File: src/lzbf_pkg.sv
// Shared types and constants of the bit-flag LZ decompressor.
package lzbf_pkg;

  localparam int HIST_DEPTH = 8192;
  localparam int HIST_AW    = $clog2(HIST_DEPTH);
  localparam int OUT_LANES  = 8;
  localparam int LANE_AW    = $clog2(OUT_LANES);
  localparam int CNT_W      = 4;
  localparam int LEN_W      = 9;
  localparam int FIFO_DEPTH = 4;
  localparam int FIFO_AW    = $clog2(FIFO_DEPTH);

  localparam logic [1:0] REFILL_LOW  = 2'd2;
  localparam logic [1:0] REFILL_HIGH = 2'd1;
  localparam logic [1:0] REFILL_NONE = 2'd0;

  localparam logic [1:0] ST_NORMAL    = 2'd0;
  localparam logic [1:0] ST_END       = 2'd1;
  localparam logic [1:0] ST_AFTER_END = 2'd2;

  typedef enum logic [3:0] {
    PH_TOKEN      = 4'd0,
    PH_BIT2       = 4'd1,
    PH_X2         = 4'd2,
    PH_X3         = 4'd3,
    PH_LIT        = 4'd4,
    PH_SHORT_DIST = 4'd5,
    PH_LONG_LO    = 4'd6,
    PH_LONG_HI    = 4'd7,
    PH_EXTRA      = 4'd8
  } phase_t;

  typedef enum logic [1:0] {
    CMD_NONE  = 2'd0,
    CMD_LIT   = 2'd1,
    CMD_MATCH = 2'd2
  } cmd_kind_t;

  typedef enum logic [1:0] {
    B_IDLE  = 2'd0,
    B_READ  = 2'd1,
    B_WRITE = 2'd2,
    B_FLUSH = 2'd3
  } back_state_t;

  typedef struct packed {
    logic [7:0] in_byte;
    logic       stream_start;
  } in_t;

  typedef struct packed {
    logic [7:0]       out_byte_0;
    logic [7:0]       out_byte_1;
    logic [7:0]       out_byte_2;
    logic [7:0]       out_byte_3;
    logic [7:0]       out_byte_4;
    logic [7:0]       out_byte_5;
    logic [7:0]       out_byte_6;
    logic [7:0]       out_byte_7;
    logic [CNT_W-1:0] byte_count;
    logic             run_last;
    logic [1:0]       status;
  } out_t;

  typedef struct packed {
    cmd_kind_t          kind;
    logic               restart;
    logic [7:0]         lit;
    logic [HIST_AW-1:0] distance;
    logic [LEN_W-1:0]   len;
    logic [1:0]         status;
  } cmd_t;

endpackage

File: src/lzbf_fifo.sv
// Short command queue between the parser and the copy engine.
module lzbf_fifo (
  input  logic           clk,
  input  logic           rst,
  input  logic           wr_valid,
  output logic           wr_ready,
  input  lzbf_pkg::cmd_t wr_data,
  output logic           rd_valid,
  input  logic           rd_ready,
  output lzbf_pkg::cmd_t rd_data
);
  import lzbf_pkg::*;

  cmd_t               entries [FIFO_DEPTH];
  logic [FIFO_AW-1:0] wr_ptr, rd_ptr;
  logic [FIFO_AW:0]   count;
  logic               push, pop;

  assign wr_ready = (count != (FIFO_AW+1)'(FIFO_DEPTH));
  assign rd_valid = (count != '0);
  assign rd_data  = entries[rd_ptr];
  assign push     = wr_valid && wr_ready;
  assign pop      = rd_valid && rd_ready;

  always_ff @(posedge clk) begin
    if (push) entries[wr_ptr] <= wr_data;
  end

  always_ff @(posedge clk) begin
    if (rst) begin
      wr_ptr <= '0;
      rd_ptr <= '0;
      count  <= '0;
    end else begin
      if (push) wr_ptr <= wr_ptr + 1'b1;
      if (pop)  rd_ptr <= rd_ptr + 1'b1;
      if (push && !pop)      count <= count + 1'b1;
      else if (pop && !push) count <= count - 1'b1;
    end
  end

endmodule

File: config.mk
export PLATFORM = sky130hd
export DESIGN_NAME = lzbf_fifo
export DESIGN_NICKNAME = d
export VERILOG_FILES = /design/src/lzbf_pkg.sv /design/src/lzbf_fifo.sv
export SDC_FILE = /design/constraint.sdc
export NUM_CORES = 1
export LEC_CHECK = 0
export BUFFER_PORTS_ARGS = -buffer_cell sky130_fd_sc_hd__buf_4
export CORE_ASPECT_RATIO = 0.6
export CORE_MARGIN = 8
export CORE_UTILIZATION = 40
export DETAILED_ROUTE_END_ITERATION = 10
export GPL_TIMING_DRIVEN = 1
export PLACE_DENSITY_LB_ADDON = 0.3
export REMOVE_ABC_BUFFERS = 1
export SLEW_MARGIN = 20
export SYNTH_ARGS = -nofsm -noshare
export SYNTH_HDL_FRONTEND = slang
export SYNTH_SLANG_ARGS = --single-unit
File: constraint.sdc
create_clock -name clk -period 6.56 [get_ports clk]
set_input_delay 1.312 -clock clk [delete_from_list [all_inputs] [get_ports clk]]
set_output_delay 1.312 -clock clk [all_outputs]
set_load 0.1 [all_outputs]
==> impl_metrics.json, run 1 <==
{
  "status": "complete, no violations",
  "rows": 33,
  "min_from": "wr_ptr[1]",
  "synth-simple-area-share": 0.01506,
  "cts_buffers": 17,
  "max_freq_mhz": 265.1,
  "crit_path_start_kind": "flop",
  "top_usage_layer": "met2",
  "end_kind": "primary output",
  "yosys.area.top_type": "edfxtp_1",
  "coreArea_um2": 13630,
  "layout_commonest_cell": "edfxtp_1",
  "gp_congestion": 0.7250,
  "overflow": 0,
  "yosys.area.top_type_share": 0.7551,
  "cts_tree": "done",
  "initial_core_util": 0.4086,
  "hold_viol": 0,
  "crit_type": "flop to primary output",
  "dp.cells": 473,
  "cp.required_ps": 5250,
  "hold_class": "flop to flop",
  "met2_usage": 0.1862,
  "wirelength_mm": 10.15,
  "synth_area_leaders": "edfxtp_1 (76%), mux4_2 (12%), dfxtp_1 (3.2%)",
  "syn_to_final_growth_pct": 24.88,
  "cp.arrival_ps": 2460,
  "dieArea_um2": 18080,
  "vias_per_cell": 5.020,
  "clock_skew_ps": 7.682,
  "dpl.hpwl_mm": 6.207,
  "port_buffers": 75,
  "first_global_vias": 2864,
  "worstReg2RegStart": "count[0]",
  "post_cts_resize_count": 0,
  "rsz0062_at_grt": "no",
  "drt_pass1_iterations": 4,
  "period_share": 0.5749,
  "post-route-drc-count": 0,
  "final_cell_area_um2": 6953,
  "worst_pin_slew_ps": 1003,
  "ctsRootBufferMaster": "clkbuf_16",
  "yosysSeqAreaShare": 0.7874,
  "synth-adder-area-share": 0.01483,
  "clkTransAtPathRegs_ps": 60,
  "clock_latency_ps": 410,
  "netlist_instances": 231,
  "maxSlewHeadroom": 0.3317,
  "grt_max_degree": 36,
  "placed_cell_area_um2": 6270,
  "dieHeight_um": 107.4,
  "vias": 2535,
  "post-cts-setup-buffer-count": 0,
  "tns_ps": 0,
  "slew_violations": 0,
  "min_period_ps": 3771,
  "wl_per_cell_um": 20.11,
  "finalNetCount": 362,
  "cts-htree-levels": 4,
  "drtIter0Drc": 135,
  "netlist-cell-type-count": 25,
  "grt_usage": 0.1188,
  "yosysWarningCount": 0,
  "grt_pass1_wl_mm": 15.90,
  "grt_antenna_before_repair": 0,
  "ios": 76,
  "syn_area_per_cell_um2": 24.10,
  "n_antenna_cell": 0,
  "cts_max_path_buffers": 2,
  "drive_gt1_frac": 0.4333,
  "use_met3": 0.05676,
  "grt.met1_usage": 0.1433,
  "cts_hold_buf": 0,
  "synthXorXnorAreaFrac": 0.006292,
  "synth_top_family_by_area": "multiplexers",
  "syn-cell-area_um2": 5568,
  "ant_nets": 0,
  "cts_sinks": 149,
  "max_cap_violations": 0,
  "ys_ff_latch": 149,
  "synth_compound_gate_area_share": 0.006742,
  "dieWidth_um": 168.3,
  "synth.area.mux_share": 0.1506,
  "mostFrequentLayoutCells": "edfxtp_1 (140), buf_4 (76), mux4_2 (30)",
  "crit_fanout": 23,
  "instances_no_fill": 505,
  "finalSetupViolations": 0
}
==> metrics by stage <==
stage	hold WS [ps]	setup slack (ps)	utilization
2_1_floorplan	480.7	2565	-
3_3_place_gp	506.5	3152	0.4601
3_5_place_dp	508.4	3140	0.4601
4_1_cts	517.0	2688	0.5103
5_1_grt	566.6	2599	0.5103
6_report	515.3	2789	0.5103
==> layer usage <==
metal  part of all wire  routed length, µm
met5                  0                  0
met3              0.078                791
met2               0.46               4666
met1               0.45               4581
met4              0.011                114
==> cells in the mapped netlist, drive strengths merged <==
library cell    n
clkbuf          2
buf             7
a21boi          1
mux2            1
nand2b          2
o311ai          1
o21ai           1
edfxtp        140
mux4           35
ha              5
mux2i           2
dfxtp           9
fa              1
o31ai           1
or3             2
xor2            4
inv             3
nand2           1
a21oi           1
and2            4
nor2            8
==> cell type report <==
type	instances	area [µm²]
Timing Repair Buffer	76	570.5
Clock buffer	18	429.2
Tap cell	175	219.0
Fill cell	1111	6673
Multi-Input combinational cell	70	1082
Clock inverter	14	254.0
Inverter	3	11.26
Sequential cell	149	4387
==> kinds of logic (layout without fill, tap and decap cells) <==
kind of cell               after synthesis  after routing
DFF                                    149            149
muxes                                   38             38
and+or+nand+nor                         17             17
buffers and inverters                   12            111
adders and majority gates                6              6
AOI/OAI and AO/OA                        5              5
xor gates and xnor gates                 4              4
==> critical path: stages (launching register included) <==
cell,delay (ps)
dfxtp_2,610
buf_4,510
mux4_1,660
buf_4,260
==> state kept, by name, indices dropped and copies added, names as in the netlist, named ones only <==
name     count
rd_ptr       2
count        3
entries    140
wr_ptr       2
==> worst paths after layout <==
kind	endpoint	cells after the start	slack, ps
worst max register to register	count[2]	8	4290
worst max-delay path	rd_data[30]	3	2790
worst min register to register	wr_ptr[1]	2	520
worst min-delay path	wr_ptr[1]	2	520
Power of run 1 is left out: the tool's default activity adds up to more than one toggle a clock period on the data nets, which glitch-free logic cannot reach.
==> run 2: changes to the inputs <==
- clock period: 6.56 -> 3.65 ns (I/O delays scaled with it)
==> impl_metrics.json, run 2 (synthesis gave the netlist of run 1 again) <==
{
  "drt_pass1_iterations": 4,
  "crit_type": "flop to primary output",
  "largest-register": "entries",
  "end_kind": "primary output",
  "ios": 76,
  "port_buffers": 75,
  "cp_num_cells": 3,
  "cp_top_family": "flip-flops",
  "grt_antenna_before_repair": 0,
  "cts_tree": "done",
  "dieArea_um2": 18080,
  "cp.arrival_ps": 2310,
  "period_share": 0.8337,
  "tns_ps": 0,
  "wl_per_cell_um": 20.68,
  "reg2reg_to": "count[2]",
  "clock_latency_ps": 410,
  "crit_fanout": 17,
  "cpMostUsedCell": "buf_4",
  "cts_buffers": 17,
  "vias_per_cell": 5.019,
  "clkTransAtPathRegs_ps": 60,
  "dieHeight_um": 107.4,
  "min_period_ps": 3043,
  "finalNetCount": 370,
  "layout_commonest_cell": "edfxtp_1",
  "crit_path_start_kind": "flop",
  "overflow": 0,
  "vias": 2575,
  "first_global_vias": 2766,
  "post_cts_resize_count": 0,
  "syn_to_final_growth_pct": 24.97,
  "reg.largest.list": "entries x140, count x3",
  "cp.required_ps": 2920,
  "rsz0062_at_grt": "no",
  "critical_path.endpoint": "rd_data[25]",
  "crit_chain": "buf_4 -> mux4_2 -> buf_4",
  "n_antenna_cell": 0,
  "finalSetupViolations": 0,
  "slew_violations": 0,
  "grt_max_degree": 28,
  "cp_slowest_stage_delay_ps": 690,
  "ctsRootBufferMaster": "clkbuf_16",
  "cp_num_buf_inv": 2,
  "worstReg2RegStart": "count[0]",
  "gp_congestion": 0.6854,
  "largest_reg_flops": 140,
  "drive_gt1_frac": 0.4497,
  "ant_nets": 0,
  "maxSlewHeadroom": 0.6211,
  "drtIter0Drc": 145,
  "hold_viol": 0,
  "grt_usage": 0.1230,
  "reg2regPathDepth": 8,
  "reg2reg_slack_ps": 1350,
  "post-route-drc-count": 0,
  "crit_path_top_delay_cell": "dfxtp_2",
  "coreArea_um2": 13630,
  "rows": 33,
  "max_cap_violations": 0,
  "dpl.hpwl_mm": 6.969,
  "clock_skew_ps": 7.246,
  "mostFrequentLayoutCells": "edfxtp_1 (140), buf_4 (84), mux4_2 (30)",
  "cts_hold_buf": 0,
  "cts-htree-levels": 4,
  "cts_max_path_buffers": 2,
  "grt_pass1_wl_mm": 16.29,
  "initial_core_util": 0.4086,
  "cts_sinks": 149,
  "wirelength_mm": 10.61,
  "post-cts-setup-buffer-count": 0,
  "status": "complete, no violations",
  "max_freq_mhz": 328.6,
  "hold_class": "input port to flop",
  "dieWidth_um": 168.3,
  "worst_pin_slew_ps": 568.3
}
-- run 2: changes by cell type in the layout (fill, tap and decap cells not counted), sizes merged --
cell      change
buf           +8
bufinv        -3
clkbuf        -1
clkinv        -1
clkinvlp      +2
inv           +3
-- run 2: how the worst min path moves through the flow --
| stage | endpoint | start | slack (ps) | cells past startpoint |
|---|---|---|---|---|
| 6_report | entries[3][8] | wr_data[8] | 510 | 1 |
| 5_1_grt | entries[2][10] | wr_data[10] | 500 | 1 |
| 4_1_cts | entries[3][10] | wr_data[10] | 500 | 1 |
| 3_5_place_dp | wr_ptr[1] | wr_ptr[1] | 530 | 2 |
| 3_3_place_gp | wr_ptr[1] | wr_ptr[1] | 510 | 2 |
| 2_1_floorplan | wr_ptr[1] | wr_ptr[1] | 480 | 2 |
-- run 2: layer usage --
layer  up-vias  global-route usage  wire [µm]
li1       1154                   -          -
met1      1331              0.1554       4738
met2        81              0.1859       4831
met3         9             0.05602        950
met4         0             0.04185         90
met5         -                   0          0
-- run 2: cell type report --
class,count,area (µm²)
Clock buffer,17,425.4
Clock inverter,15,202.7
Fill cell,1097,6668
Inverter,3,11.26
Multi-Input combinational cell,70,1082
Sequential cell,149,4387
Tap cell,175,219.0
Timing Repair Buffer,84,630.6
-- run 2: per-stage QoR --
step           cell area (µm²)  hold WS [ps]    util  setup WS [ps]  cells
6_report                  6958         512.7  0.5107          606.8    513
5_1_grt                   6958         495.6  0.5107          433.0    513
4_1_cts                   6958         498.9  0.5107          519.9    513
3_5_place_dp              6330         527.9  0.4646          976.9    481
3_3_place_gp              6330         505.8  0.4646           1001    481
2_1_floorplan             5473         480.7       -          237.4    222
Power of run 2 is left out for the same reason.
==> run 3: changes to the inputs <==
- clock period: 3.65 -> 2.85 ns (I/O delays scaled with it)
==> impl_metrics.json, run 3 (synthesis gave the netlist of run 1 again) <==
{
  "status": "complete, no violations",
  "dieHeight_um": 107.4,
  "dieArea_um2": 18080,
  "coreArea_um2": 13630,
  "drtIter0Drc": 179,
  "cts-htree-levels": 4,
  "overflow": 0,
  "cts_max_path_buffers": 2,
  "n_antenna_cell": 0,
  "cpMostUsedCell": "buf_4",
  "ctsRootBufferMaster": "clkbuf_16",
  "ios": 76,
  "grt_max_degree": 29,
  "first_global_vias": 2788,
  "period_share": 0.9143,
  "crit_path_start_kind": "flop",
  "dieWidth_um": 168.3,
  "wirelength_mm": 10.60,
  "largest-register": "entries",
  "cts_hold_buf": 0,
  "mostFrequentLayoutCells": "edfxtp_1 (140), buf_4 (79), mux4_2 (30)",
  "ant_nets": 0,
  "worst_pin_slew_ps": 470.0,
  "hold_viol": 0,
  "finalSetupViolations": 0,
  "initial_core_util": 0.4086,
  "largest_reg_flops": 140,
  "cp.arrival_ps": 2040,
  "crit_fanout": 8,
  "vias": 2530,
  "clock_skew_ps": 8.838,
  "grt_pass1_wl_mm": 16.47,
  "max_freq_mhz": 383.8,
  "maxSlewHeadroom": 0.6827,
  "post-route-drc-count": 0,
  "fin_util": 0.5092,
  "tns_ps": 0,
  "grt_antenna_before_repair": 0,
  "hold_class": "input port to flop",
  "rsz0062_at_grt": "no",
  "drive_gt1_frac": 0.4497,
  "end_kind": "primary output",
  "slew_violations": 0,
  "vias_per_cell": 4.932,
  "cts_buffers": 17,
  "cp.required_ps": 2280,
  "post_cts_resize_count": 0,
  "clock_latency_ps": 420,
  "cts_tree": "done",
  "dpl.hpwl_mm": 6.907,
  "post-cts-setup-buffer-count": 0,
  "clkTransAtPathRegs_ps": 70,
  "reg.largest.list": "entries x140, count x3",
  "syn_to_final_growth_pct": 24.61,
  "finalNetCount": 370,
  "cts_sinks": 149,
  "cp_slowest_stage_delay_ps": 660,
  "min_period_ps": 2606,
  "crit_type": "flop to primary output",
  "layout_commonest_cell": "edfxtp_1",
  "drt_pass1_iterations": 4,
  "crit_chain": "buf_4 -> mux4_1 -> buf_4",
  "wl_per_cell_um": 20.66,
  "crit_path_top_delay_cell": "mux4_1",
  "grt_usage": 0.1261,
  "rows": 33,
  "gp_congestion": 0.7112,
  "port_buffers": 75,
  "max_cap_violations": 0
}
run 3: changes by cell type in the layout (fill, tap and decap cells not counted), sizes merged:
| cell | before | now |
|---|---|---|
| inv | 7 | 9 |
| bufinv | 4 | 0 |
| clkinvlp | 2 | 5 |
| clkinv | 5 | 4 |
run 3: final cells by class:
class,count,area [µm²]
Clock inverter,15,120.1
Clock buffer,17,425.4
Inverter,3,11.26
Multi-Input combinational cell,70,1082
Tap cell,175,219.0
Fill cell,1103,6688
Timing Repair Buffer,84,693.2
Sequential cell,149,4387
run 3: final timing paths:
path | startpoint | to | slack, ps | cells after the start
setup / recovery | flop | rd_data[30] | 240 | 3
hold / removal | wr_data[4] | entries[3][4] | 350 | 1
setup reg to reg | count[0] | count[2] | 640 | 8
hold reg to reg | wr_ptr[1] | wr_ptr[1] | 520 | 2
run 3: worst max-delay path, delay by kind of cell (launching register included):
family,cells,cell delay [ps]
buffers and inverters,2,530
DFF,1,440
muxes,1,660
run 3: stage by stage:
| stage | cell area, µm² | hold slack, ps | worst slack, ps | std cells |
|---|---|---|---|---|
| floorplan | 5473 | 480.7 | -402.6 | 222 |
| global placement | 6392 | 501.0 | 572.2 | 481 |
| detailed placement | 6392 | 515.4 | 542.5 | 481 |
| CTS | 6938 | 329.7 | 194.2 | 513 |
| global route | 6938 | 324.6 | 128.7 | 513 |
| finish | 6938 | 348.0 | 244.2 | 513 |
run 3: routing by layer:
layer | share of wire | global-route usage | wire length [µm] | vias up
met5 | 0 | 0 | 0 | -
met4 | 0.0052 | 0.04946 | 55 | 0
met3 | 0.077 | 0.05859 | 813 | 7
met2 | 0.45 | 0.1900 | 4756 | 67
met1 | 0.47 | 0.1570 | 4972 | 1300
li1 | - | - | - | 1156
Power of run 3 is left out for the same reason.
