==> config.mk <==
export PLATFORM = sky130hd
export DESIGN_NAME = lzbf_front
export DESIGN_NICKNAME = d
export VERILOG_FILES = /design/src/lzbf_pkg.sv /design/src/lzbf_front.sv
export SDC_FILE = /design/constraint.sdc
export NUM_CORES = 1
export LEC_CHECK = 0
export ABC_AREA = 1
export BUFFER_PORTS_ARGS = -buffer_cell sky130_fd_sc_hd__buf_2
export CAP_MARGIN = 20
export CORE_MARGIN = 1
export CORE_UTILIZATION = 29
export CTS_CLUSTER_DIAMETER = 120
export DETAILED_ROUTE_END_ITERATION = 8
export PLACE_DENSITY_LB_ADDON = 0.3
export SYNTH_ARGS = -nofsm -noshare
export SYNTH_HDL_FRONTEND = slang
export SYNTH_SLANG_ARGS = --single-unit
==> constraint.sdc <==
create_clock -name clk -period 12 [get_ports clk]
set_input_delay 1.8 -clock clk [delete_from_list [all_inputs] [get_ports clk]]
set_output_delay 1.8 -clock clk [all_outputs]
set_load 0.01 [all_outputs]
==> src/lzbf_pkg.sv <==
// Shared types and constants of the bit-flag LZ decompressor.
package lzbf_pkg;

  localparam int HIST_DEPTH = 8192;
  localparam int HIST_AW    = $clog2(HIST_DEPTH);
  localparam int OUT_LANES  = 8;
  localparam int LANE_AW    = $clog2(OUT_LANES);
  localparam int CNT_W      = 4;
  localparam int LEN_W      = 9;
  localparam int FIFO_DEPTH = 4;
  localparam int FIFO_AW    = $clog2(FIFO_DEPTH);

  localparam logic [1:0] REFILL_LOW  = 2'd2;
  localparam logic [1:0] REFILL_HIGH = 2'd1;
  localparam logic [1:0] REFILL_NONE = 2'd0;

  localparam logic [1:0] ST_NORMAL    = 2'd0;
  localparam logic [1:0] ST_END       = 2'd1;
  localparam logic [1:0] ST_AFTER_END = 2'd2;

  typedef enum logic [3:0] {
    PH_TOKEN      = 4'd0,
    PH_BIT2       = 4'd1,
    PH_X2         = 4'd2,
    PH_X3         = 4'd3,
    PH_LIT        = 4'd4,
    PH_SHORT_DIST = 4'd5,
    PH_LONG_LO    = 4'd6,
    PH_LONG_HI    = 4'd7,
    PH_EXTRA      = 4'd8
  } phase_t;

  typedef enum logic [1:0] {
    CMD_NONE  = 2'd0,
    CMD_LIT   = 2'd1,
    CMD_MATCH = 2'd2
  } cmd_kind_t;

  typedef enum logic [1:0] {
    B_IDLE  = 2'd0,
    B_READ  = 2'd1,
    B_WRITE = 2'd2,
    B_FLUSH = 2'd3
  } back_state_t;

  typedef struct packed {
    logic [7:0] in_byte;
    logic       stream_start;
  } in_t;

  typedef struct packed {
    logic [7:0]       out_byte_0;
    logic [7:0]       out_byte_1;
    logic [7:0]       out_byte_2;
    logic [7:0]       out_byte_3;
    logic [7:0]       out_byte_4;
    logic [7:0]       out_byte_5;
    logic [7:0]       out_byte_6;
    logic [7:0]       out_byte_7;
    logic [CNT_W-1:0] byte_count;
    logic             run_last;
    logic [1:0]       status;
  } out_t;

  typedef struct packed {
    cmd_kind_t          kind;
    logic               restart;
    logic [7:0]         lit;
    logic [HIST_AW-1:0] distance;
    logic [LEN_W-1:0]   len;
    logic [1:0]         status;
  } cmd_t;

endpackage

==> src/lzbf_front.sv <==
// Front end: flag word handling and token parsing, one compressed byte per word.
module lzbf_front (
  input  logic          clk,
  input  logic          rst,
  input  logic          in_valid,
  output logic          in_ready,
  input  lzbf_pkg::in_t in_data,
  output logic          cmd_valid,
  input  logic          cmd_ready,
  output lzbf_pkg::cmd_t cmd
);
  import lzbf_pkg::*;

  logic [15:0]        flag_word, flag_word_next;
  logic [4:0]         bits_left, bits_left_next;
  logic [1:0]         refill, refill_next;
  phase_t             phase, phase_next;
  logic [LEN_W-1:0]   plen, plen_next;
  logic [7:0]         plo, plo_next;
  logic [HIST_AW-1:0] pdist, pdist_next;
  logic               finished, finished_next;

  assign in_ready  = cmd_ready;
  assign cmd_valid = in_valid;

  always_comb begin
    logic [7:0] b;
    logic       v;
    b = in_data.in_byte;
    v = 1'b0;
    if (in_data.stream_start) begin
      flag_word_next = '0;
      bits_left_next = '0;
      refill_next    = REFILL_LOW;
      phase_next     = PH_TOKEN;
      plen_next      = '0;
      plo_next       = '0;
      pdist_next     = '0;
      finished_next  = 1'b0;
    end else begin
      flag_word_next = flag_word;
      bits_left_next = bits_left;
      refill_next    = refill;
      phase_next     = phase;
      plen_next      = plen;
      plo_next       = plo;
      pdist_next     = pdist;
      finished_next  = finished;
    end
    cmd.kind     = CMD_NONE;
    cmd.restart  = in_data.stream_start;
    cmd.lit      = b;
    cmd.distance = pdist_next;
    cmd.len      = plen_next;
    cmd.status   = ST_NORMAL;

    if (finished_next) begin
      cmd.status = ST_AFTER_END;
    end else if (refill_next == REFILL_LOW) begin
      flag_word_next = {8'h00, b};
      refill_next    = REFILL_HIGH;
    end else if (refill_next == REFILL_HIGH) begin
      flag_word_next = {b, flag_word_next[7:0]};
      refill_next    = REFILL_NONE;
      bits_left_next = 5'd16;
    end else begin
      case (phase_next)
        PH_LIT: begin
          cmd.kind   = CMD_LIT;
          phase_next = PH_TOKEN;
        end
        PH_SHORT_DIST: begin
          pdist_next   = {5'd0, 8'hff - b};
          cmd.distance = pdist_next;
          cmd.kind     = CMD_MATCH;
          phase_next   = PH_TOKEN;
        end
        PH_LONG_LO: begin
          plo_next   = b;
          phase_next = PH_LONG_HI;
        end
        PH_LONG_HI: begin
          pdist_next   = 13'h1fff - {b[7:3], plo_next};
          cmd.distance = pdist_next;
          if (b[2:0] != 3'd0) begin
            plen_next  = LEN_W'(b[2:0]) + LEN_W'(2);
            cmd.len    = plen_next;
            cmd.kind   = CMD_MATCH;
            phase_next = PH_TOKEN;
          end else begin
            phase_next = PH_EXTRA;
          end
        end
        PH_EXTRA: begin
          if (b == 8'd0) begin
            finished_next = 1'b1;
            cmd.status    = ST_END;
          end else if (b != 8'd1) begin
            plen_next = LEN_W'(b) + LEN_W'(1);
            cmd.len   = plen_next;
            cmd.kind  = CMD_MATCH;
          end
          phase_next = PH_TOKEN;
        end
        default: phase_next = PH_TOKEN;
      endcase
    end

    // A token needs at most four flag bits before it waits for a byte.
    if (!finished_next) begin
      for (int i = 0; i < 4; i++) begin
        if (refill_next == REFILL_NONE && bits_left_next != 5'd0 &&
            (phase_next == PH_TOKEN || phase_next == PH_BIT2 ||
             phase_next == PH_X2 || phase_next == PH_X3)) begin
          v              = flag_word_next[0];
          flag_word_next = {1'b0, flag_word_next[15:1]};
          bits_left_next = bits_left_next - 5'd1;
          if (bits_left_next == 5'd0) refill_next = REFILL_LOW;
          case (phase_next)
            PH_TOKEN: phase_next = v ? PH_LIT : PH_BIT2;
            PH_BIT2:  phase_next = v ? PH_LONG_LO : PH_X2;
            PH_X2: begin
              plen_next  = {7'd0, v, 1'b0};
              phase_next = PH_X3;
            end
            default: begin
              plen_next  = plen_next + LEN_W'(v) + LEN_W'(2);
              phase_next = PH_SHORT_DIST;
            end
          endcase
        end
      end
    end
  end

  always_ff @(posedge clk) begin
    if (rst) begin
      flag_word <= '0;
      bits_left <= '0;
      refill    <= REFILL_LOW;
      phase     <= PH_TOKEN;
      plen      <= '0;
      plo       <= '0;
      pdist     <= '0;
      finished  <= 1'b0;
    end else if (in_valid && cmd_ready) begin
      flag_word <= flag_word_next;
      bits_left <= bits_left_next;
      refill    <= refill_next;
      phase     <= phase_next;
      plen      <= plen_next;
      plo       <= plo_next;
      pdist     <= pdist_next;
      finished  <= finished_next;
    end
  end

endmodule

==> run summary, run 1 <==
• **critical path class** input port to flop
• **post-detailed-route DRC marker count** 0
• **clock input transition at the sequential cells of the worst setup and hold paths** 0.05 ns
• **worst setup slack after layout** 3.76 ns
• **Setup Fix Bufs, Post-CTS** 0
• **Antenna Diode Count** 0
• **flip-flop and latch count after synthesis** 58
• **number of buffers inserted for hold repair after clock tree synthesis** 0
• **Final Instance Area** 7610 sq um
• **CTS sink cnt** 58
• **RR Startpoint** refill[0]
• **remaining global-route overflow** 0
• **accumulated negative setup slack** 0 ns
• **number of pins exceeding their max-slew limit in the final report** 0
• **crit path from** in_data[0]
• **cell type group with the largest total delay on the critical path** simple AND/OR/NAND/NOR gates
• **crit path time final** 8.24 ns
• **Yosys Warn Count** 0
• **top_reg_cell synth** sky130_fd_sc_hd__dfxtp_1
• **Final Hold Violating Endpoints** 0
• **Final setup viols** 0
• **synthesis-to-layout area growth** 9.23%
• **overall die width** 157 microns
• **final routed wirelength across all metal layers** 23.6 mm
• **net count of the mapped netlist** 1,263
• **mean instance size in the synthesized netlist** 5.66 sq um
• **pin count of the biggest net entering global routing** 56
• **Num CTS Buffers** 9
• **number of gates resized after cts** 0
• **run status** finished, final reports clean
• **total via count in the routed design** 7,804
• **placer's final routability congestion estimate** 0.876
• **clock tree skew after final layout** 0.00731 ns
• **count of fill cells added during filler insertion** 2,703
• **share of synthesized flip-flops with an asynchronous set or reset** 0%
• **setup repair after global routing missed its margin** no
• **startpoint type of the worst setup path** input port
• **top area cells in the synthesized netlist** sky130_fd_sc_hd__nand2_1 18%, sky130_fd_sc_hd__dfxtp_1 17%, sky130_fd_sc_hd__inv_1 9.2%
• **post-detailed-route count of antenna-violating nets** 0
• **fin util** 32.3%
• **maximum clock frequency** 121 MHz
• **Worst setup EP type** flop
• **share of the cycle needed by the critical path after routing** 68.6%
• **reg-to-reg slack, setup** 5.68 ns
• **Max stage delay on crit path** 0.58 ns
• **routed length per placed instance** 15.1 microns
• **Yosys top cell area share** 17.5%
• **data required time of the worst path** 12.17 ns
• **layout cell share with drive strength beyond 1** 13.0%
• **H-tree lvl count** 3
• **global-route usage over all layers** 19.7%
• **Critical Path Slowest Stage Cell** sky130_fd_sc_hd__nand2_1
• **final total power** 659 uW
• **Placement Setup Slack** 3.46 ns
• **critical path's most frequent cell** sky130_fd_sc_hd__nand2_1
• **worst min-delay path class** flop to flop
• **largest area contributor in the netlist** sky130_fd_sc_hd__nand2_1
• **number of maximum-capacitance violations** 0
• **most frequent standard cell in the layout excluding fill and tap cells** sky130_fd_sc_hd__nand2_1
• **number of iterations in the first detailed-routing pass** 7
• **leakage power total** 0.00375 uW
• **min-delay src** plen[2]
• **Std-Cell Rows** 56
• **io pins** 50
• **clock tree from TritonCTS** yes
• **CP arrival** 8.41 ns
• **PD cells** 86.7 nW/um^2
• **leading cell types in the layout, fill and taps excluded** 324 x sky130_fd_sc_hd__nand2_1, 170 x sky130_fd_sc_hd__inv_1, 121 x sky130_fd_sc_hd__nand3_1
• **via count normalized by instance count** 5.02
• **Least-Margin Pin Slew** 1.04 ns
• **Gate Count Post-Synth** 1,230
• **placement-stage cell area** 7310 sq um
• **buffers and inverters on the worst path** 6
• **fin nets** 1,266
• **height of the chip** 157 microns
• **initial core utilization** 29.6%
• **EDFF count, synth** 0
• **number of distinct library cell variants in the gate-level netlist after synthesis** 47
• **highest ir drop seen on vdd** 0.0000523 V
• **global-route wire length before repair** 37.9 mm
• **initial antenna violation count** 0
• **cell at the root of the clock tree** sky130_fd_sc_hd__clkbuf_16
• **quantity of I/O buffers inserted on ports** 49
• **latest clock arrival within the worst-skew pair** 0.34 ns
• **cell area after synthesis** 6960 sq um
• **maximum clock path buffer count** 2
• **Slew headroom** 30.7%
• **post-synthesis sequential area ratio** 16.7%
• **DR iter-0 viols** 695
• **hpwl dp** 18.0 mm
• **die area** 24,600 sq um
• **area of the core** 23,500 sq um
• **largest driver fanout on the critical path** 39
• **vias in the first global route** 7,060
## tightest hold or removal path, cell delays in order, from the launching register on
cell and delay [ns]:
sky130_fd_sc_hd__dfxtp_1 0.31, sky130_fd_sc_hd__nand2_1 0.06, sky130_fd_sc_hd__a21oi_1 0.06
## flip-flops by register name, summed over array words and instances (netlist names)
register and cells:
plo 8, phase 4, finished 1, plen 9, bits_left 5, pdist 13, flag_word 16, refill 2
## layer usage
metal / track usage (%) / routed length (microns)
met3: 2.29 / 1480
met5: 0 / 0
met4: 5.51 / 328
met1: 27.8 / 11200
met2: 31.3 / 10500
## cell usage after synthesis, types with 9 or more instances
cell	instances
sky130_fd_sc_hd__a21oi_1	29
sky130_fd_sc_hd__a31oi_1	19
sky130_fd_sc_hd__buf_2	12
sky130_fd_sc_hd__buf_4	14
sky130_fd_sc_hd__clkbuf_1	30
sky130_fd_sc_hd__dfxtp_1	58
sky130_fd_sc_hd__ha_1	20
sky130_fd_sc_hd__inv_1	170
sky130_fd_sc_hd__inv_2	10
sky130_fd_sc_hd__nand2_1	325
sky130_fd_sc_hd__nand2_2	21
sky130_fd_sc_hd__nand3_1	121
sky130_fd_sc_hd__nand3_2	11
sky130_fd_sc_hd__nand4_1	16
sky130_fd_sc_hd__nor2_1	109
sky130_fd_sc_hd__nor2_2	11
sky130_fd_sc_hd__nor3_1	9
sky130_fd_sc_hd__o211ai_1	31
sky130_fd_sc_hd__o21ai_0	100
sky130_fd_sc_hd__o21ai_1	20
sky130_fd_sc_hd__o221ai_1	9
sky130_fd_sc_hd__o22ai_1	12
sky130_fd_sc_hd__or2_2	9
## metrics by stage
stage          cells  hold slack (ns)
5_1_grt         1556            0.487
2_1_floorplan   1230            0.445
3_5_place_dp    1541            0.459
3_3_place_gp    1541            0.454
4_1_cts         1556            0.467
6_report        1556            0.472
## area by class of cell
| cell class | count | area [sq um] | area share (%) |
|---|---|---|---|
| clock inverters | 5 | 55.1 | 0.724 |
| repair buffers | 56 | 298 | 3.91 |
| well taps | 319 | 399 | 5.25 |
| multi-input cells | 924 | 4760 | 62.6 |
| flip-flops and latches | 58 | 1160 | 15.3 |
| clock buffers | 10 | 239 | 3.14 |
| inverters | 184 | 693 | 9.11 |
## kinds of logic (layout without fill, tap and decap cells)
family | after synthesis | in the layout | share of synthesized area, %
simple gates | 654 | 654 | 42.9
buf+inv | 248 | 255 | 15.0
compound gates | 240 | 240 | 20.4
flops | 58 | 58 | 16.7
fa+ha+maj | 20 | 20 | 3.59
xor+xnor | 9 | 9 | 1.24
mux | 1 | 1 | 0.144
## power by group
group	internal (uW)	leakage (uW)	switching (uW)
registers	203	0.000473	5.49
logic	57.7	0.00314	137
clock network	164	0.000140	93.0
## worst paths after layout
kind / end / cells past startpoint
worst max register to register: bits_left[2] / 34
worst min register to register: plen[2] / 2
worst min-delay path: plen[2] / 2
worst max-delay path: bits_left[2] / 34
Power figures use the tool's default switching activity.
==> inputs of run 2 (changes only) <==
==> constraint.sdc (replaced) <==
create_clock -name clk -period 8.5 [get_ports clk]
set_input_delay 1.275 -clock clk [delete_from_list [all_inputs] [get_ports clk]]
set_output_delay 1.275 -clock clk [all_outputs]
set_load 0.01 [all_outputs]
==> run summary, run 2 (synthesized netlist as in run 1, its figures left out) <==
• **internal portion of total power** 631 uW, +49%
• **most heavily used metal layer in global routing** met2
• **maximum clock frequency** 139 MHz
• **Gate power share** 28.4%, -1.1 points
• **largest driver fanout on the critical path** 34, -13%
• **data required time of the worst path** 8.67 ns, -3.50 ns
• **vias in the first global route** 7,029, -0.44%
• **overall die width** 157 microns, unchanged
• **logic depth of the worst register-to-register path** 39, +15%
• **Sequential Power Share** 30.5%, -1.1 points
• **crit path time final** 7.17 ns
• **hold depth** 2, unchanged
• **most frequent standard cell in the layout excluding fill and tap cells** sky130_fd_sc_hd__nand2_1
• **sink of the worst hold path** bits_left[4]
• **height of the chip** 157 microns, unchanged
• **min-delay src** bits_left[4]
• **die area** 24,600 sq um, unchanged
• **clock tree skew after final layout** 0.00569 ns, -0.00162 ns
• **CTS sink cnt** 58, unchanged
• **Antenna Diode Count** 0, unchanged
• **area of the core** 23,500 sq um, unchanged
• **leading cell types in the layout, fill and taps excluded** 324 x sky130_fd_sc_hd__nand2_1, 170 x sky130_fd_sc_hd__inv_1, 121 x sky130_fd_sc_hd__nand3_1
• **Final setup viols** 0, unchanged
• **placer's final routability congestion estimate** 0.909, +3.7%
• **Final Hold Violating Endpoints** 0, unchanged
• **Critical Path Slowest Stage Cell** sky130_fd_sc_hd__buf_4
• **RR Startpoint** refill[0]
• **CP arrival** 7.35 ns, -1.06 ns
• **accumulated negative setup slack** 0 ns, unchanged
• **worst min-delay path class** flop to flop
• **leakage power total** 0.00377 uW, +0.50%
• **critical path's most frequent cell** sky130_fd_sc_hd__nand2_1
• **initial core utilization** 29.6%, unchanged
• **remaining global-route overflow** 0, unchanged
• **cell at the root of the clock tree** sky130_fd_sc_hd__clkbuf_16
• **final routed wirelength across all metal layers** 23.4 mm, -0.64%
• **layout cell share with drive strength beyond 1** 13.1%, +0.060 points
• **Clock power frac** 41.1%, +2.1 points
• **latest clock arrival within the worst-skew pair** 0.34 ns, about the same
• **met3 track demand over resource in global routing** 1.73%, -0.55 points
• **via count normalized by instance count** 4.99, -0.44%
• **Slew headroom** 32.2%, +1.5 points
• **Std-Cell Rows** 56, unchanged
• **global-route usage over all layers** 19.6%, -0.045 points
• **Placement Setup Slack** 1.01 ns, -2.45 ns
• **number of iterations in the first detailed-routing pass** 5, -2
• **clock tree from TritonCTS** yes
• **reg-to-reg slack, setup** 2.31 ns, -3.37 ns
• **pin count of the biggest net entering global routing** 56, unchanged
• **critical path class** input port to flop
• **highest ir drop seen on vdd** 0.0000948 V, +81%
• **Max stage delay on crit path** 0.37 ns, -0.21 ns
• **number of pins exceeding their max-slew limit in the final report** 0, unchanged
• **clock input transition at the sequential cells of the worst setup and hold paths** 0.05 ns, about the same
• **number of gates resized after cts** 0, unchanged
• **initial antenna violation count** 0, unchanged
• **fin nets** 1,267, +0.079%
• **DR iter-0 viols** 689, -0.86%
• **hpwl dp** 18.1 mm, +0.44%
• **final total power** 963 uW, +46%
• **PD cells** 126 nW/um^2, +45%
• **maximum clock path buffer count** 2, unchanged
• **number of buffers inserted for hold repair after clock tree synthesis** 0, unchanged
• **share of the cycle needed by the critical path after routing** 84.4%
• **total via count in the routed design** 7,780, -0.31%
• **post-detailed-route DRC marker count** 0, unchanged
• **met1 demand-to-capacity share in global routing** 28.0%, +0.19 points
• **net switching power** 332 uW, +41%
• **post-detailed-route count of antenna-violating nets** 0, unchanged
• **quantity of I/O buffers inserted on ports** 49, unchanged
• **startpoint type of the worst setup path** input port
• **Least-Margin Pin Slew** 1.02 ns, -0.0226 ns
• **H-tree lvl count** 3, unchanged
• **run status** finished, final reports clean
• **Worst setup EP type** flop
• **Setup Fix Bufs, Post-CTS** 0, unchanged
• **setup repair after global routing missed its margin** no
• **synthesis-to-layout area growth** 9.72%
• **io pins** 50, unchanged
• **routed length per placed instance** 15.0 microns, -0.77%
• **number of maximum-capacitance violations** 0, unchanged
• **registers with the most flip-flops** flag_word (16), pdist (13), plen (9)
• **largest register by flop count** flag_word
• **global-route wire length before repair** 38.0 mm, about the same
• **switching share of total power** 34.5%, -1.1 points
• **Reg2Reg Capture Point** plen[6]
• **worst setup slack after layout** 1.33 ns, -2.44 ns
• **max FFs per register** 16, unchanged
• **Num CTS Buffers** 9, unchanged
• **routing usage on met2** 31.1%, -0.21 points
[run 2: cell types whose count changed in the layout (fill, tap and decap cells not counted), sizes merged]
cell / change
buf: +1
bufinv: +1
clkbuf: +1
clkinvlp: -1
[run 2: per-stage QoR]
stage / instance area [sq um] / hold WS [ns] / instances / utilization [%]
floorplan: 6960 / 0.445 / 1230 / -
global placement: 7320 / 0.454 / 1542 / 31.1
detailed placement: 7320 / 0.457 / 1542 / 31.1
CTS: 7640 / 0.466 / 1558 / 32.5
global route: 7640 / 0.483 / 1558 / 32.5
finish: 7640 / 0.463 / 1558 / 32.5
[run 2: cell type report]
type	count	area, sq um
Sequential cell	58	1160
Clock inverter	5	77.6
Multi-Input combinational cell	924	4760
Inverter	184	693
Clock buffer	11	243
Timing Repair Buffer	57	305
Fill cell	2596	15900
Tap cell	319	399
[run 2: routing by layer]
| layer | up-vias | share of wire, % |
|---|---|---|
| li1 | 4026 | - |
| met1 | 3490 | 48 |
| met2 | 238 | 44 |
| met3 | 26 | 5.7 |
| met4 | 0 | 1.8 |
| met5 | - | 0 |
[run 2: worst max path at each step]
stage | slack (ns) | end | cells past startpoint | from
after global routing | 0.55 | plen[8] | 40 | in_data[0]
after floorplan | 2.51 | plen[8] | 41 | in_data[0]
after global placement | 1.17 | plen[6] | 40 | in_data[0]
final | 1.33 | plen[6] | 40 | in_data[0]
after detailed placement | 1.01 | plen[6] | 40 | in_data[0]
after CTS | 1.36 | plen[6] | 40 | in_data[0]
[run 2: critical path, delay by kind of cell]
family,cells,cell delay (ns)
simple gates,23,3.10
buf+inv,9,1.42
fa+ha+maj,5,1.09
compound gates,3,0.40
[run 2: power by group through the flow]
| stage | registers (uW) | clock network, uW | logic, uW |
|---|---|---|---|
| CTS | 294 | 402 | 272 |
| global route | 295 | 414 | 308 |
| global placement | 300 | 0 | 272 |
| floorplan | 297 | 0 | 211 |
| finish | 294 | 396 | 273 |
| detailed placement | 300 | 0 | 270 |
==> inputs of run 3 (changes only) <==
--- a/config.mk
+++ b/config.mk
@@ -5,7 +5,7 @@
 export SDC_FILE = /design/constraint.sdc
 export NUM_CORES = 1
 export LEC_CHECK = 0
-export ABC_AREA = 1
+export ABC_AREA = 0
 export BUFFER_PORTS_ARGS = -buffer_cell sky130_fd_sc_hd__buf_2
 export CAP_MARGIN = 20
 export CORE_MARGIN = 1
==> constraint.sdc (replaced) <==
create_clock -name clk -period 6.95 [get_ports clk]
set_input_delay 1.0425 -clock clk [delete_from_list [all_inputs] [get_ports clk]]
set_output_delay 1.0425 -clock clk [all_outputs]
set_load 0.01 [all_outputs]
==> run summary, run 3 <==
• **number of buffers inserted for hold repair after clock tree synthesis** 0, unchanged
• **placement-stage cell area** 7670 sq um, +4.8%
• **highest ir drop seen on vdd** 0.000113 V, +20%
• **mean instance size in the synthesized netlist** 6.97 sq um, +23%
• **via count normalized by instance count** 5.84, +17%
• **Least-Margin Pin Slew** 0.919 ns, -0.0983 ns
• **net count of the mapped netlist** 1,055, -16%
• **most frequently used cell type in the post-synthesis netlist** sky130_fd_sc_hd__nand2_1
• **Num CTS Buffers** 9, unchanged
• **post-detailed-route DRC marker count** 0, unchanged
• **synth cell count leaders** 115 x sky130_fd_sc_hd__nand2_1, 113 x sky130_fd_sc_hd__nor2_1, 87 x sky130_fd_sc_hd__a21oi_1, 58 x sky130_fd_sc_hd__dfxtp_1, 51 x sky130_fd_sc_hd__o21ai_0
• **basic-gate share of the synthesized area counting and, or, nand and nor cells** 26.9%, -16 points
• **hpwl dp** 18.7 mm, +3.4%
• **initial core utilization** 30.0%, +0.40 points
• **startpoint type of the worst setup path** input port
• **layout cell share with drive strength beyond 1** 14.8%, +1.7 points
• **maximum clock frequency** 159 MHz
• **count of placed standard cells in the final layout, fillers left out** 1,354, -13%
• **largest register by flop count** flag_word
• **top area cells in the synthesized netlist** sky130_fd_sc_hd__dfxtp_1 16%, sky130_fd_sc_hd__mux2i_1 6.3%, sky130_fd_sc_hd__a21oi_1 6.1%
• **Gate Count Post-Synth** 1,022, -17%
• **PD cells** 147 nW/um^2, +17%
• **Yosys top cell area share** 16.3%, -1.2 points
• **clock input transition at the sequential cells of the worst setup and hold paths** 0.06 ns, about the same
• **crit path from** in_data[0]
• **share of synthesized flip-flops with an asynchronous set or reset** 0%, unchanged
• **global-route wire length before repair** 40.2 mm, +5.9%
• **pin count of the biggest net entering global routing** 52, -7.1%
• **Worst setup EP type** flop
• **height of the chip** 159 microns, +1.1%
• **Antenna Diode Count** 0, unchanged
• **leakage power total** 0.00313 uW, -17%
• **DR iter-0 viols** 799, +16%
• **post-placement cell count** 1,336, -13%
• **clock tree from TritonCTS** yes
• **setup repair after global routing missed its margin** no
• **Slew headroom** 37.8%, +5.7 points
• **placer's final routability congestion estimate** 0.900, -0.99%
• **overall die width** 159 microns, +1.1%
• **Synth Area in Adders** 3.51%, -0.079 points
• **max FFs per register** 16, unchanged
• **die area** 25,200 sq um, +2.2%
• **final routed wirelength across all metal layers** 25.7 mm, +10%
• **post-synthesis sequential area ratio** 16.3%, -0.37 points
• **final total power** 1190 uW, +23%
• **H-tree lvl count** 3, unchanged
• **cell area after synthesis** 7120 sq um, +2.2%
• **logic depth of the worst register-to-register path** 25, -36%
• **latest clock arrival within the worst-skew pair** 0.35 ns, about the same
• **vias in the first global route** 7,155, +1.8%
• **reg-to-reg slack, setup** 0.92 ns, -1.39 ns
• **routed length per placed instance** 19.0 microns, +27%
• **Final setup viols** 0, unchanged
• **synthesis-to-layout area growth** 13.0%
• **remaining global-route overflow** 0, unchanged
• **Final Hold Violating Endpoints** 0, unchanged
• **io pins** 50, unchanged
• **complex-gate fraction of the synthesized area** 33.9%, +14 points
• **maximum clock path buffer count** 2, unchanged
• **worst min-delay path class** flop to flop
• **area of the core** 23,800 sq um, +0.89%
• **number of gates resized after cts** 0, unchanged
• **number of iterations in the first detailed-routing pass** 5, unchanged
• **flip-flop and latch count after synthesis** 58, unchanged
• **number of pins exceeding their max-slew limit in the final report** 0, unchanged
• **critical path class** input port to flop
• **most frequent standard cell in the layout excluding fill and tap cells** sky130_fd_sc_hd__nand2_1
• **data required time of the worst path** 7.19 ns, -1.48 ns
• **share of the cycle needed by the critical path after routing** 90.7%
• **run status** finished, final reports clean
• **number of maximum-capacitance violations** 0, unchanged
• **Setup Fix Bufs, Post-CTS** 0, unchanged
• **RR Startpoint** finished
• **Yosys Warn Count** 0, unchanged
• **quantity of I/O buffers inserted on ports** 49, unchanged
• **top_reg_cell synth** sky130_fd_sc_hd__dfxtp_1
• **Reg2Reg Capture Point** plen[1]
• **post-detailed-route count of antenna-violating nets** 0, unchanged
• **count of fill cells added during filler insertion** 2,558, -1.5%
• **accumulated negative setup slack** 0 ns, unchanged
• **crit path time final** 6.30 ns
• **Std-Cell Rows** 56, unchanged
• **dominant combinational cell family by area after synthesis** compound AO/OA/AOI/OAI gates
• **leading cell types in the layout, fill and taps excluded** 114 x sky130_fd_sc_hd__nand2_1, 111 x sky130_fd_sc_hd__nor2_1, 85 x sky130_fd_sc_hd__a21oi_1
• **cell at the root of the clock tree** sky130_fd_sc_hd__clkbuf_16
• **synthesized-area fraction occupied by xor and xnor cells** 3.76%, +2.5 points
• **largest driver fanout on the critical path** 20, -41%
• **CP arrival** 6.54 ns, -0.81 ns
• **EDFF count, synth** 0, unchanged
• **capture point of the critical path** plen[1]
• **number of distinct library cell variants in the gate-level netlist after synthesis** 96, +100%
• **global-route usage over all layers** 20.5%, +0.87 points
• **largest area contributor in the netlist** sky130_fd_sc_hd__dfxtp_1
• **multiplexer share of the synthesized area** 8.65%, +8.5 points
• **fin nets** 1,063, -16%
• **clock tree skew after final layout** 0.00711 ns, +0.00141 ns
• **min-delay src** flag_word[1]
• **initial antenna violation count** 0, unchanged
• **registers with the most flip-flops** flag_word (16), pdist (13), plen (9)
• **CTS sink cnt** 58, unchanged
• **total via count in the routed design** 7,908, +1.6%
• **Final Instance Area** 8040 sq um, +5.3%
run 3: cell count changes after synthesis, sizes merged, moves of 15 or more:
| cell | before | now |
|---|---|---|
| nand2 | 351 | 115 |
| inv | 181 | 29 |
| nand3 | 133 | 31 |
| o21ai | 127 | 67 |
| a21oi | 31 | 89 |
| mux2i | 1 | 45 |
| a211oi | 1 | 21 |
| xnor2 | 1 | 19 |
| a22oi | 7 | 24 |
| clkbuf | 30 | 47 |
| nor2 | 129 | 114 |
| nor3 | 9 | 24 |
run 3: cells by family after synthesis:
kind of cell             count (synthesis)
AO/OA/AOI/OAI                          351
XOR/XNOR                                28
adder cells (fa/ha/maj)                 20
buffers and inverters                  113
flip-flops                              58
multiplexers                            58
AND/OR/NAND/NOR                        394
run 3: stage by stage:
stage          hold slack (ns)  setup slack [ns]  utilization [%]
2_1_floorplan            0.432           0.00803                -
3_3_place_gp             0.444             0.477             32.3
3_5_place_dp             0.447             0.329             32.3
4_1_cts                  0.455             0.669             33.8
5_1_grt                  0.480             0.292             33.9
6_report                 0.452             0.647             33.9
run 3: worst min path at each step:
stage	to	slack, ns	depth (start not counted)
3_3_place_gp	pdist[8]	0.44	2
6_report	flag_word[1]	0.45	2
4_1_cts	flag_word[1]	0.46	2
5_1_grt	pdist[11]	0.48	2
2_1_floorplan	flag_word[1]	0.43	2
3_5_place_dp	flag_word[1]	0.45	2
run 3: worst max-delay path, cell delays in order:
cell and delay (ns):
sky130_fd_sc_hd__buf_2 0.18, sky130_fd_sc_hd__nor2_2 0.23, sky130_fd_sc_hd__nand2_1 0.14, sky130_fd_sc_hd__ha_1 0.21, sky130_fd_sc_hd__nor2b_1 0.14, sky130_fd_sc_hd__a32o_1 0.32
sky130_fd_sc_hd__a211oi_4 0.36, sky130_fd_sc_hd__xnor2_1 0.12, sky130_fd_sc_hd__buf_4 0.18, sky130_fd_sc_hd__ha_1 0.23, sky130_fd_sc_hd__and2_2 0.23, sky130_fd_sc_hd__a21oi_2 0.30
sky130_fd_sc_hd__buf_4 0.32, sky130_fd_sc_hd__nand2_1 0.13, sky130_fd_sc_hd__a21oi_1 0.14, sky130_fd_sc_hd__a21o_1 0.12, sky130_fd_sc_hd__inv_1 0.05, sky130_fd_sc_hd__ha_1 0.17
sky130_fd_sc_hd__inv_1 0.07, sky130_fd_sc_hd__ha_1 0.22, sky130_fd_sc_hd__o32a_1 0.35, sky130_fd_sc_hd__o22ai_1 0.24, sky130_fd_sc_hd__inv_1 0.08, sky130_fd_sc_hd__ha_1 0.30
sky130_fd_sc_hd__o311a_1 0.37, sky130_fd_sc_hd__a2111oi_2 0.28
run 3: routing by layer:
layer | vias up | track usage (%) | routed length, microns | share of wire, %
met5 | - | 0 | 0 | 0
met4 | 0 | 6.41 | 459 | 1.8
met3 | 35 | 3.78 | 1860 | 7.2
met2 | 317 | 32.0 | 11400 | 44
met1 | 3733 | 28.3 | 12000 | 47
li1 | 3823 | - | - | -
run 3: cell type report:
type / instances / area, sq um / area share, %
clock buffers: 9 / 225 / 2.80
repair buffers: 81 / 502 / 6.24
well taps: 319 / 399 / 4.96
flip-flops and latches: 58 / 1160 / 14.4
inverters: 29 / 109 / 1.35
multi-input cells: 851 / 5520 / 68.7
clock inverters: 7 / 125 / 1.56
run 3: where the power goes:
group	switching [uW]	total [uW]	internal [uW]
Combinational	186	284	97.8
Sequential	8.90	351	342
Clock	198	551	354
Total	392	1190	794
